[src/hwbg_pkg.sv]
// Shared types, constants and the step schedule of the hashed weight block generator.
// No dependencies; used by hwbg_cfg, hwbg_ctrl, hwbg_dp, the top level and the testbench.
`default_nettype none
package hwbg_pkg;

  localparam int HWBG_MAX_ROWS = 4096;
  localparam int HWBG_MAX_DIM  = 4096;

  localparam int PADDR_W = 5;
  localparam int DATA_W  = 32;

  // Register indexes (byte address / 4)
  localparam logic [2:0] REG_SEED       = 3'd0;
  localparam logic [2:0] REG_ROUND_NUM  = 3'd1;
  localparam logic [2:0] REG_ROW_BASE   = 3'd2;
  localparam logic [2:0] REG_ROW_COUNT  = 3'd3;
  localparam logic [2:0] REG_DIMENSION  = 3'd4;

  localparam logic [63:0] FNV_BASIS = 64'hCBF29CE484222325;

  localparam logic [63:0] K_ROW   = 64'hD6E8FEB86659FD93;
  localparam logic [63:0] K_COL   = 64'hA0761D6478BD642F;
  localparam logic [63:0] K_ROUND = 64'hE7037ED1A0B428DB;
  localparam logic [63:0] MIX_C0  = 64'h9E3779B97F4A7C15;
  localparam logic [63:0] MIX_C1  = 64'hBF58476D1CE4E5B9;
  localparam logic [63:0] MIX_C2  = 64'h94D049BB133111EB;

  localparam int STEP_W = 4;
  localparam logic [STEP_W-1:0] LAST_STEP = 4'd15;

  // Multiplier operand A select
  localparam logic [2:0] ASEL_ROW = 3'd0;
  localparam logic [2:0] ASEL_COL = 3'd1;
  localparam logic [2:0] ASEL_RK  = 3'd2;
  localparam logic [2:0] ASEL_VLO = 3'd3;
  localparam logic [2:0] ASEL_VHI = 3'd4;

  // Step operations
  localparam logic [3:0] MODE_LOAD   = 4'd0;  // acc = p
  localparam logic [3:0] MODE_KEY    = 4'd1;  // key ^= acc + p<<32
  localparam logic [3:0] MODE_ADD    = 4'd2;  // acc += p<<32
  localparam logic [3:0] MODE_MIX27  = 4'd3;  // v = w ^ (w >> 27), w = acc + p<<32
  localparam logic [3:0] MODE_MIX31  = 4'd4;  // v = w ^ (w >> 31)
  localparam logic [3:0] MODE_PREP   = 4'd5;  // v = t ^ (t >> 30), t = key + C0
  localparam logic [3:0] MODE_BYTES  = 4'd6;  // byte sum of v
  localparam logic [3:0] MODE_WEIGHT = 4'd7;  // fold mod 255, offset
  localparam logic [3:0] MODE_HASH   = 4'd8;  // hash update, result commit

  typedef struct packed {
    logic [31:0] seed;
    logic [31:0] round_num;
    logic [31:0] row_base;
    logic [12:0] row_count;
    logic [12:0] dimension;
  } cfg_t;

  typedef struct packed {
    logic              load;
    logic              restart;
    logic [STEP_W-1:0] step;
    logic              commit;
  } ctl_cmd_t;

  typedef struct packed {
    logic [2:0]  a_sel;
    logic [31:0] b;
    logic [3:0]  mode;
  } op_t;

  // 64x64 products mod 2^64 are built from 32x32 partial products:
  // lo*lo, then the cross terms added into the upper half.
  function automatic op_t step_op(input logic [STEP_W-1:0] step);
    op_t op;
    op.a_sel = ASEL_ROW;
    op.b     = 32'd0;
    op.mode  = MODE_PREP;
    case (step)
      4'd0: begin
        op.a_sel = ASEL_ROW; op.b = K_ROW[31:0]; op.mode = MODE_LOAD;
      end
      4'd1: begin
        op.a_sel = ASEL_ROW; op.b = K_ROW[63:32]; op.mode = MODE_KEY;
      end
      4'd2: begin
        op.a_sel = ASEL_COL; op.b = K_COL[31:0]; op.mode = MODE_LOAD;
      end
      4'd3: begin
        op.a_sel = ASEL_COL; op.b = K_COL[63:32]; op.mode = MODE_KEY;
      end
      4'd4: begin
        op.a_sel = ASEL_RK; op.b = K_ROUND[31:0]; op.mode = MODE_LOAD;
      end
      4'd5: begin
        op.a_sel = ASEL_RK; op.b = K_ROUND[63:32]; op.mode = MODE_KEY;
      end
      4'd6: op.mode = MODE_PREP;
      4'd7: begin
        op.a_sel = ASEL_VLO; op.b = MIX_C1[31:0]; op.mode = MODE_LOAD;
      end
      4'd8: begin
        op.a_sel = ASEL_VLO; op.b = MIX_C1[63:32]; op.mode = MODE_ADD;
      end
      4'd9: begin
        op.a_sel = ASEL_VHI; op.b = MIX_C1[31:0]; op.mode = MODE_MIX27;
      end
      4'd10: begin
        op.a_sel = ASEL_VLO; op.b = MIX_C2[31:0]; op.mode = MODE_LOAD;
      end
      4'd11: begin
        op.a_sel = ASEL_VLO; op.b = MIX_C2[63:32]; op.mode = MODE_ADD;
      end
      4'd12: begin
        op.a_sel = ASEL_VHI; op.b = MIX_C2[31:0]; op.mode = MODE_MIX31;
      end
      4'd13: op.mode = MODE_BYTES;
      4'd14: op.mode = MODE_WEIGHT;
      default: op.mode = MODE_HASH;
    endcase
    return op;
  endfunction

endpackage
`default_nettype wire

[src/hashed_weight_block_generator_core.sv]
// Top level of the hashed weight block generator: config registers, sequencer, datapath.
// Depends on hwbg_pkg, hwbg_cfg, hwbg_ctrl and hwbg_dp.
//
//   channel  | ports                                   | role
//   ---------+-----------------------------------------+------------------------------
//   in       | in_valid, in_stall, in_restart          | one request per weight
//   out      | out_valid, out_stall, out_weight, ...   | weight, indexes, hash, last
//   config   | psel, penable, pwrite, paddr, pwdata... | five registers at 4*i, sizes 13 bits
//
// An accepted request runs the 16-step schedule around a single shared 32x32 multiplier;
// a new request is taken only from the cycle after the result is committed.
// Reset (rst_n, synchronous) resets the registers (sizes to 1), positions and the running hash.
// A stalled result holds in the output register; the next request may already run and
// waits at its last step until the register frees.
`default_nettype none
module hashed_weight_block_generator_core #(
  parameter int MAX_ROWS = hwbg_pkg::HWBG_MAX_ROWS,
  parameter int MAX_DIM  = hwbg_pkg::HWBG_MAX_DIM
) (
  input  wire logic                         clk,
  input  wire logic                         rst_n,
  input  wire logic                         in_valid,
  output logic                              in_stall,
  input  wire logic                         in_restart,
  output logic                              out_valid,
  input  wire logic                         out_stall,
  output logic signed [7:0]                 out_weight,
  output logic        [11:0]                out_row_index,
  output logic        [11:0]                out_column_index,
  output logic        [63:0]                out_block_hash,
  output logic                              out_last,
  input  wire logic                         psel,
  input  wire logic                         penable,
  input  wire logic                         pwrite,
  input  wire logic [hwbg_pkg::PADDR_W-1:0] paddr,
  input  wire logic [hwbg_pkg::DATA_W-1:0]  pwdata,
  output logic      [hwbg_pkg::DATA_W-1:0]  prdata,
  output logic                              pready
);
  import hwbg_pkg::*;

  cfg_t     cfg;
  ctl_cmd_t cmd;

  hwbg_cfg u_cfg (
    .clk     (clk),
    .rst_n   (rst_n),
    .psel    (psel),
    .penable (penable),
    .pwrite  (pwrite),
    .paddr   (paddr),
    .pwdata  (pwdata),
    .prdata  (prdata),
    .pready  (pready),
    .cfg     (cfg)
  );

  hwbg_ctrl u_ctrl (
    .clk        (clk),
    .rst_n      (rst_n),
    .in_valid   (in_valid),
    .in_stall   (in_stall),
    .in_restart (in_restart),
    .out_valid  (out_valid),
    .out_stall  (out_stall),
    .cmd        (cmd)
  );

  hwbg_dp #(
    .MAX_ROWS (MAX_ROWS),
    .MAX_DIM  (MAX_DIM)
  ) u_dp (
    .clk              (clk),
    .rst_n            (rst_n),
    .cfg              (cfg),
    .cmd              (cmd),
    .out_weight       (out_weight),
    .out_row_index    (out_row_index),
    .out_column_index (out_column_index),
    .out_block_hash   (out_block_hash),
    .out_last         (out_last)
  );

endmodule
`default_nettype wire

[src/hwbg_cfg.sv]
// APB-style configuration registers of the hashed weight block generator.
// Depends on hwbg_pkg for register indexes and the cfg_t bundle.
`default_nettype none
module hwbg_cfg (
  input  wire logic                         clk,
  input  wire logic                         rst_n,
  input  wire logic                         psel,
  input  wire logic                         penable,
  input  wire logic                         pwrite,
  input  wire logic [hwbg_pkg::PADDR_W-1:0] paddr,
  input  wire logic [hwbg_pkg::DATA_W-1:0]  pwdata,
  output logic      [hwbg_pkg::DATA_W-1:0]  prdata,
  output logic                              pready,
  output hwbg_pkg::cfg_t                    cfg
);
  import hwbg_pkg::*;

  cfg_t       cfg_r;
  cfg_t       cfg_nxt;
  logic [2:0] index;
  logic       wr_en;

  assign index  = paddr[PADDR_W-1:2];
  assign wr_en  = psel && penable && pwrite;
  assign pready = 1'b1;
  assign cfg    = cfg_r;

  always_comb begin
    cfg_nxt = cfg_r;
    if (wr_en) begin
      case (index)
        REG_SEED:       cfg_nxt.seed       = pwdata;
        REG_ROUND_NUM:  cfg_nxt.round_num  = pwdata;
        REG_ROW_BASE:   cfg_nxt.row_base   = pwdata;
        REG_ROW_COUNT:  cfg_nxt.row_count  = pwdata[12:0];
        REG_DIMENSION:  cfg_nxt.dimension  = pwdata[12:0];
        default:        cfg_nxt = cfg_r;
      endcase
    end
  end

  always_comb begin
    case (index)
      REG_SEED:       prdata = cfg_r.seed;
      REG_ROUND_NUM:  prdata = cfg_r.round_num;
      REG_ROW_BASE:   prdata = cfg_r.row_base;
      REG_ROW_COUNT:  prdata = {19'd0, cfg_r.row_count};
      REG_DIMENSION:  prdata = {19'd0, cfg_r.dimension};
      default:        prdata = '0;
    endcase
  end

  always_ff @(posedge clk) begin
    if (!rst_n) begin
      cfg_r.seed       <= '0;
      cfg_r.round_num  <= '0;
      cfg_r.row_base   <= '0;
      cfg_r.row_count  <= 13'd1;
      cfg_r.dimension  <= 13'd1;
    end else begin
      cfg_r <= cfg_nxt;
    end
  end

endmodule
`default_nettype wire

[src/hwbg_ctrl.sv]
// Sequencer of the hashed weight block generator: input handshake, step counter,
// output valid. Depends on hwbg_pkg for the command bundle and step count.
`default_nettype none
module hwbg_ctrl (
  input  wire logic           clk,
  input  wire logic           rst_n,
  input  wire logic           in_valid,
  output logic                in_stall,
  input  wire logic           in_restart,
  output logic                out_valid,
  input  wire logic           out_stall,
  output hwbg_pkg::ctl_cmd_t  cmd
);
  import hwbg_pkg::*;

  localparam logic ST_IDLE = 1'b0;
  localparam logic ST_RUN  = 1'b1;

  logic              state_r, state_nxt;
  logic [STEP_W-1:0] step_r, step_nxt;
  logic              out_valid_r, out_valid_nxt;
  logic              accept;
  logic              commit;

  assign in_stall  = (state_r != ST_IDLE);
  assign accept    = in_valid && !in_stall;
  // Result slot is free when empty or being taken this cycle.
  assign commit    = (state_r == ST_RUN) && (step_r == LAST_STEP) &&
                     (!out_valid_r || !out_stall);
  assign out_valid = out_valid_r;

  assign cmd.load    = accept;
  assign cmd.restart = in_restart;
  assign cmd.step    = step_r;
  assign cmd.commit  = commit;

  always_comb begin
    state_nxt = state_r;
    step_nxt  = step_r;
    case (state_r)
      ST_IDLE: begin
        if (accept) begin
          state_nxt = ST_RUN;
          step_nxt  = '0;
        end
      end
      ST_RUN: begin
        if (step_r != LAST_STEP) begin
          step_nxt = step_r + 1'b1;
        end else if (commit) begin
          state_nxt = ST_IDLE;
        end
      end
      default: state_nxt = ST_IDLE;
    endcase
  end

  always_comb begin
    if (commit) begin
      out_valid_nxt = 1'b1;
    end else if (out_valid_r && !out_stall) begin
      out_valid_nxt = 1'b0;
    end else begin
      out_valid_nxt = out_valid_r;
    end
  end

  always_ff @(posedge clk) begin
    if (!rst_n) begin
      state_r     <= ST_IDLE;
      step_r      <= '0;
      out_valid_r <= 1'b0;
    end else begin
      state_r     <= state_nxt;
      step_r      <= step_nxt;
      out_valid_r <= out_valid_nxt;
    end
  end

`ifndef SYNTHESIS
  a_accept_starts: assert property (@(posedge clk) disable iff (!rst_n)
    accept |=> (state_r == ST_RUN) && (step_r == '0))
    else $error("accepted request did not start at step 0");

  a_step_advances: assert property (@(posedge clk) disable iff (!rst_n)
    (state_r == ST_RUN) && (step_r != LAST_STEP) |=> (step_r == $past(step_r) + 1'b1))
    else $error("step counter did not advance");

  a_rose_from_commit: assert property (@(posedge clk) disable iff (!rst_n)
    $rose(out_valid_r) |-> $past(commit))
    else $error("result appeared without a commit");

  a_no_overwrite: assert property (@(posedge clk) disable iff (!rst_n)
    (out_valid_r && out_stall) |-> !commit)
    else $error("commit over a stalled result");
`endif

endmodule
`default_nettype wire

[src/hwbg_dp.sv]
// Datapath of the hashed weight block generator: positions, key build, splitmix64
// over one shared 32x32 multiplier, mod-255 fold, FNV-1a hash, result registers.
// Depends on hwbg_pkg for the schedule, constants and bundles.
`default_nettype none
module hwbg_dp #(
  parameter int MAX_ROWS = hwbg_pkg::HWBG_MAX_ROWS,
  parameter int MAX_DIM  = hwbg_pkg::HWBG_MAX_DIM
) (
  input  wire logic               clk,
  input  wire logic               rst_n,
  input  wire hwbg_pkg::cfg_t     cfg,
  input  wire hwbg_pkg::ctl_cmd_t cmd,
  output logic signed [7:0]       out_weight,
  output logic        [11:0]      out_row_index,
  output logic        [11:0]      out_column_index,
  output logic        [63:0]      out_block_hash,
  output logic                    out_last
);
  import hwbg_pkg::*;

  localparam int ROW_W = (MAX_ROWS > 1) ? $clog2(MAX_ROWS) : 1;
  localparam int COL_W = (MAX_DIM > 1) ? $clog2(MAX_DIM) : 1;

  logic [ROW_W-1:0] row_pos_r, row_pos_nxt;
  logic [COL_W-1:0] col_pos_r, col_pos_nxt;
  logic [63:0]      hash_r, hash_nxt;

  logic [31:0] grow_r;
  logic [31:0] col_r;
  logic [63:0] acc_r;
  logic [63:0] key_r;
  logic [63:0] vm_r;
  logic [10:0] bsum_r;
  logic [7:0]  wt_r;

  logic signed [7:0] weight_r;
  logic [11:0]       row_idx_r;
  logic [11:0]       col_idx_r;
  logic [63:0]       bhash_r;
  logic              last_r;

  op_t         op;
  logic [31:0] mul_a;
  logic [63:0] prod;
  logic [63:0] acc_hi;
  logic [63:0] prep_t;
  logic [10:0] byte_sum;
  logic [8:0]  fold;
  logic [8:0]  fold_m;
  logic [63:0] hash_x;
  logic [63:0] hash_p;

  logic [31:0]       rows32, cols32;
  logic              row_end, is_last;
  logic [ROW_W+11:0] row_ext;
  logic [COL_W+11:0] col_ext;

  assign op = step_op(cmd.step);

  always_comb begin
    case (op.a_sel)
      ASEL_ROW: mul_a = grow_r;
      ASEL_COL: mul_a = col_r;
      ASEL_RK:  mul_a = cfg.round_num;
      ASEL_VLO: mul_a = vm_r[31:0];
      ASEL_VHI: mul_a = vm_r[63:32];
      default:  mul_a = '0;
    endcase
  end

  assign prod   = {32'd0, mul_a} * {32'd0, op.b};
  assign acc_hi = acc_r + {prod[31:0], 32'd0};
  assign prep_t = key_r + MIX_C0;

  assign byte_sum = 11'(vm_r[7:0]) + 11'(vm_r[15:8]) + 11'(vm_r[23:16]) +
                    11'(vm_r[31:24]) + 11'(vm_r[39:32]) + 11'(vm_r[47:40]) +
                    11'(vm_r[55:48]) + 11'(vm_r[63:56]);
  // 256 is 1 mod 255: fold the top bits back in, then one subtract.
  assign fold   = 9'(bsum_r[10:8]) + 9'(bsum_r[7:0]);
  assign fold_m = (fold >= 9'd255) ? (fold - 9'd255) : fold;

  // FNV prime is 2^40 + 0x1B3.
  assign hash_x = hash_r ^ {56'd0, wt_r};
  assign hash_p = (hash_x * 64'h1B3) + {hash_x[23:0], 40'd0};

  always_comb begin
    if (cfg.row_count == 13'd0) begin
      rows32 = 32'd1;
    end else if ({19'd0, cfg.row_count} > 32'(MAX_ROWS)) begin
      rows32 = 32'(MAX_ROWS);
    end else begin
      rows32 = {19'd0, cfg.row_count};
    end
    if (cfg.dimension == 13'd0) begin
      cols32 = 32'd1;
    end else if ({19'd0, cfg.dimension} > 32'(MAX_DIM)) begin
      cols32 = 32'(MAX_DIM);
    end else begin
      cols32 = {19'd0, cfg.dimension};
    end
  end

  assign row_end = (32'(col_pos_r) + 32'd1) >= cols32;
  assign is_last = row_end && ((32'(row_pos_r) + 32'd1) >= rows32);
  assign row_ext = {12'd0, row_pos_r};
  assign col_ext = {12'd0, col_pos_r};

  // Position and hash state: restart clears at load, commit advances.
  always_comb begin
    row_pos_nxt = row_pos_r;
    col_pos_nxt = col_pos_r;
    hash_nxt    = hash_r;
    if (cmd.load && cmd.restart) begin
      row_pos_nxt = '0;
      col_pos_nxt = '0;
      hash_nxt    = FNV_BASIS;
    end else if (cmd.commit) begin
      if (is_last) begin
        row_pos_nxt = '0;
        col_pos_nxt = '0;
        hash_nxt    = FNV_BASIS;
      end else if (row_end) begin
        row_pos_nxt = row_pos_r + 1'b1;
        col_pos_nxt = '0;
        hash_nxt    = hash_p;
      end else begin
        col_pos_nxt = col_pos_r + 1'b1;
        hash_nxt    = hash_p;
      end
    end
  end

  always_ff @(posedge clk) begin
    if (!rst_n) begin
      row_pos_r <= '0;
      col_pos_r <= '0;
      hash_r    <= FNV_BASIS;
    end else begin
      row_pos_r <= row_pos_nxt;
      col_pos_r <= col_pos_nxt;
      hash_r    <= hash_nxt;
    end
  end

  always_ff @(posedge clk) begin
    if (cmd.load) begin
      grow_r <= cfg.row_base + (cmd.restart ? 32'd0 : 32'(row_pos_r));
      col_r  <= cmd.restart ? 32'd0 : 32'(col_pos_r);
      key_r  <= {cfg.seed, 32'd0};
    end else begin
      case (op.mode)
        MODE_LOAD:   acc_r  <= prod;
        MODE_KEY:    key_r  <= key_r ^ acc_hi;
        MODE_ADD:    acc_r  <= acc_hi;
        MODE_MIX27:  vm_r   <= acc_hi ^ (acc_hi >> 27);
        MODE_MIX31:  vm_r   <= acc_hi ^ (acc_hi >> 31);
        MODE_PREP:   vm_r   <= prep_t ^ (prep_t >> 30);
        MODE_BYTES:  bsum_r <= byte_sum;
        MODE_WEIGHT: wt_r   <= fold_m[7:0] + 8'd129;
        default:     acc_r  <= acc_r;
      endcase
    end
  end

  always_ff @(posedge clk) begin
    if (cmd.commit) begin
      weight_r  <= wt_r;
      row_idx_r <= row_ext[11:0];
      col_idx_r <= col_ext[11:0];
      bhash_r   <= hash_p;
      last_r    <= is_last;
    end
  end

  assign out_weight       = weight_r;
  assign out_row_index    = row_idx_r;
  assign out_column_index = col_idx_r;
  assign out_block_hash   = bhash_r;
  assign out_last         = last_r;

endmodule
`default_nettype wire

[config.mk]
export PLATFORM = sky130hd
export DESIGN_NAME = hashed_weight_block_generator_core
export DESIGN_NICKNAME = d
export VERILOG_FILES = /design/src/hwbg_pkg.sv /design/src/hashed_weight_block_generator_core.sv /design/src/hwbg_cfg.sv /design/src/hwbg_ctrl.sv /design/src/hwbg_dp.sv
export SDC_FILE = /design/constraint.sdc
export NUM_CORES = 2
export LEC_CHECK = 0
export ABC_AREA = 1
export BUFFER_PORTS_ARGS = -buffer_cell sky130_fd_sc_hd__buf_2
export CORE_MARGIN = 2
export CORE_UTILIZATION = 45
export DETAILED_ROUTE_END_ITERATION = 12
export PLACE_DENSITY = 0.66
export SYNTH_ARGS = -nofsm -noshare
export SYNTH_HDL_FRONTEND = slang
export SYNTH_SLANG_ARGS = --single-unit
[constraint.sdc]
create_clock -name clk -period 20.2 [get_ports clk]
set_input_delay 4.04 -clock clk [delete_from_list [all_inputs] [get_ports clk]]
set_output_delay 4.04 -clock clk [all_outputs]
set_load 0.03 [all_outputs]
==> flow_metrics.tcl <==
set metrics [dict create \
    status "complete, no violations" \
    ant_nets 0 \
    netlist_instances 9975 \
    setup_ws_ns 7.388 \
    relSlewSlack_pct 13.64 \
    final_hold_viol_count 0 \
    fin_nets 11770 \
    cts_tree "done" \
    final_cell_mix "inv_1, nand2_1, fa_1, nor2_1, ha_1" \
    ys_dominant_reg_cell "edfxtp_1" \
    post_cts_buffers 0 \
    grt_use_total_pct 33.37 \
    grt_start_max_net_pins 101 \
    dp.final_hpwl_um 247700 \
    wirelength_um 298300 \
    max_cap_violations 0 \
    die-width_um 421.9 \
    ff_latch_area_sq_mm 0.01457 \
    place.port_buffers 173 \
    via_count 68950 \
    worstPathRequired_ns 20.63 \
    tightest_slew_ns 1.282 \
    layout_commonest_cell "inv_1" \
    rsz0062_at_grt "no" \
    vias_per_cell 5.564 \
    dp_slack_ns 7.659 \
    fmax_mhz 78.05 \
    die_y_um 421.9 \
    ys_ff_latch 568 \
    yosysWarnings 0 \
    h-tree-depth 2 \
    syn_nets 11740 \
    ctsLongestPathBuffers 3 \
    area_growth_pct 6.954 \
    place_congestion 1.054 \
    fin_crit_sh_pct 63.43 \
    overflow 0 \
    layout-drive-gt1-share_pct 5.041 \
    clock-sinks 568 \
    antenna_found_initial 13 \
    routed.top_layer "met5" \
    tns_ns 0 \
    cts_hold_buffers 0 \
    multi_input_area_sq_mm 0.05453 \
    cts_buffers 61 \
    cpPeakStageDelay_ns 0.64 \
    wl_met1_um 117900 \
    clkTransAtPathRegs_ns 0.06 \
    min_path_type "reg2reg" \
    crit_top_cell "nand2_1" \
    netlist_area_sq_mm 0.07860 \
    slew_violations 0 \
    fill_cells 17060 \
    clock_latency_ns 0.70 \
    fin_crit_ns 12.81 \
    worst_path_max_delay_cell "inv_2" \
    cts_resized 0 \
    yosysSeqAreaShare_pct 18.54 \
    end_kind "flip-flop" \
    async_flop_share_pct 0 \
    synth_cell_types 64 \
    ios 177 \
    setup_viol 0 \
    cp-start-kind "flip-flop" \
    grt_pass1_wl_um 442800 \
    cp_max_fo 31 \
    initial_core_util_pct 45.27 \
    syn_avg_cell_area_sq_um 7.879 \
    cp.arrival_ns 13.24 \
    dr.pass1.iters 6 \
    rows 153 \
    wl_per_cell_um 24.07 \
    wl_met3_um 29010 \
    core_region_area_sq_mm 0.1736 \
    fin_skew_ns 0.03103 \
    dr.first_iter.drc_count 7065 \
    clock_tree.root_cell "clkbuf_16" \
    grt_pass1_vias 68970 \
    drt_drc_violations_left 0 \
    critPathKind "reg2reg" \
    synth_edf_count 320 \
    die_area_sq_mm 0.1780 \
    wl_met2_um 133100 \
]
cells by family after synthesis:
family	share of synthesized area, %
compound gates	8.412
simple gates	19.78
fa+ha+maj	38.74
other cells	0.004771
xor+xnor	2.307
buf+inv	12.21
flops	18.54
sequential cells by signal, summed over array words and instances (netlist names), 12 cells and up:
signal / cells
u_dp.key_r: 64
u_dp.col_pos_r: 12
u_dp.out_row_index: 12
u_dp.col_r: 12
u_dp.row_pos_r: 12
u_dp.grow_r: 32
u_dp.hash_r: 64
u_dp.acc_r: 64
u_dp.out_column_index: 12
u_cfg.cfg: 122
u_dp.vm_r: 64
u_dp.out_block_hash: 64
layout make-up:
type                    count  area share [%]
diodes                      9         0.02679
clock buffers              74           1.923
clock inverters            42          0.7665
inverters                2182           9.748
multi-input cells        6926           64.87
flip-flops and latches    568           17.34
well taps                2325           3.461
repair buffers            266           1.864
routing by layer:
metal / track usage [%] / vias up
li1: - / 30750
met1: 43.27 / 33910
met2: 52.49 / 3555
met3: 7.546 / 718
met4: 16.68 / 14
met5: 0 / -
synth_stat cells, drive strengths merged, types with 2 or more instances:
cell type | count | area share [%]
xor2 | 158 | 1.8
ha | 536 | 8.5
a21oi | 473 | 3.0
or2 | 22 | 0.18
o21a | 10 | 0.096
a31oi | 40 | 0.32
xnor2 | 49 | 0.55
o21ai | 477 | 3.1
nand3 | 463 | 3.0
clkbuf | 185 | 0.88
o2111ai | 3 | 0.049
nand3b | 29 | 0.28
o31ai | 2 | 0.019
nor4 | 14 | 0.12
a21boi | 11 | 0.11
buf | 114 | 0.91
nor2 | 1085 | 5.2
inv | 2170 | 10
a32o | 2 | 0.025
o21bai | 29 | 0.28
fa | 1186 | 30
nor3 | 85 | 0.59
nand2 | 2033 | 9.8
a211oi | 13 | 0.12
dfxtp | 248 | 6.3
o221ai | 17 | 0.19
a221oi | 19 | 0.27
a32oi | 3 | 0.033
nor3b | 3 | 0.029
clkinv | 12 | 0.059
edfxtp | 320 | 12
and3 | 12 | 0.096
o211ai | 18 | 0.17
nand4 | 55 | 0.46
a22o | 2 | 0.022
a22oi | 21 | 0.20
o22ai | 27 | 0.21
a21o | 18 | 0.17
and2 | 8 | 0.064
per-stage QoR:
stage | std cells | utilization [%] | hold slack, ns | area (sq um)
6_report | 12390 | 48.41 | 0.4471 | 84060
5_1_grt | 12380 | 48.40 | 0.4721 | 84040
4_1_cts | 12380 | 48.40 | 0.4465 | 84040
3_5_place_dp | 12270 | 47.10 | 0.4378 | 81780
3_3_place_gp | 12270 | 47.10 | 0.4179 | 81780
2_1_floorplan | 9975 | - | 0.4082 | 78600
worst max-delay path: cells and delay by family (launching register included):
| kind | cells | cell delay [ns] |
|---|---|---|
| fa+ha+maj | 11 | 5.33 |
| simple gates | 16 | 2.58 |
| buf+inv | 12 | 2.02 |
| compound gates | 6 | 1.62 |
| xor+xnor | 1 | 0.50 |
| flops | 1 | 0.42 |
path summary, 6_finish.rpt:
| kind | start | end | slack, ns | cells past startpoint |
|---|---|---|---|---|
| worst min register to register | u_dp.key_r[7] | u_dp.key_r[7] | 0.45 | 1 |
| worst max-delay path | u_ctrl.step_r[0] | u_dp.vm_r[32] | 7.39 | 46 |
| worst max register to register | u_ctrl.step_r[0] | u_dp.vm_r[32] | 7.39 | 46 |
| worst min-delay path | u_dp.key_r[7] | u_dp.key_r[7] | 0.45 | 1 |
Power is not shown: default switching activity piles up to over one toggle a cycle in this logic, so the estimate is an artifact.
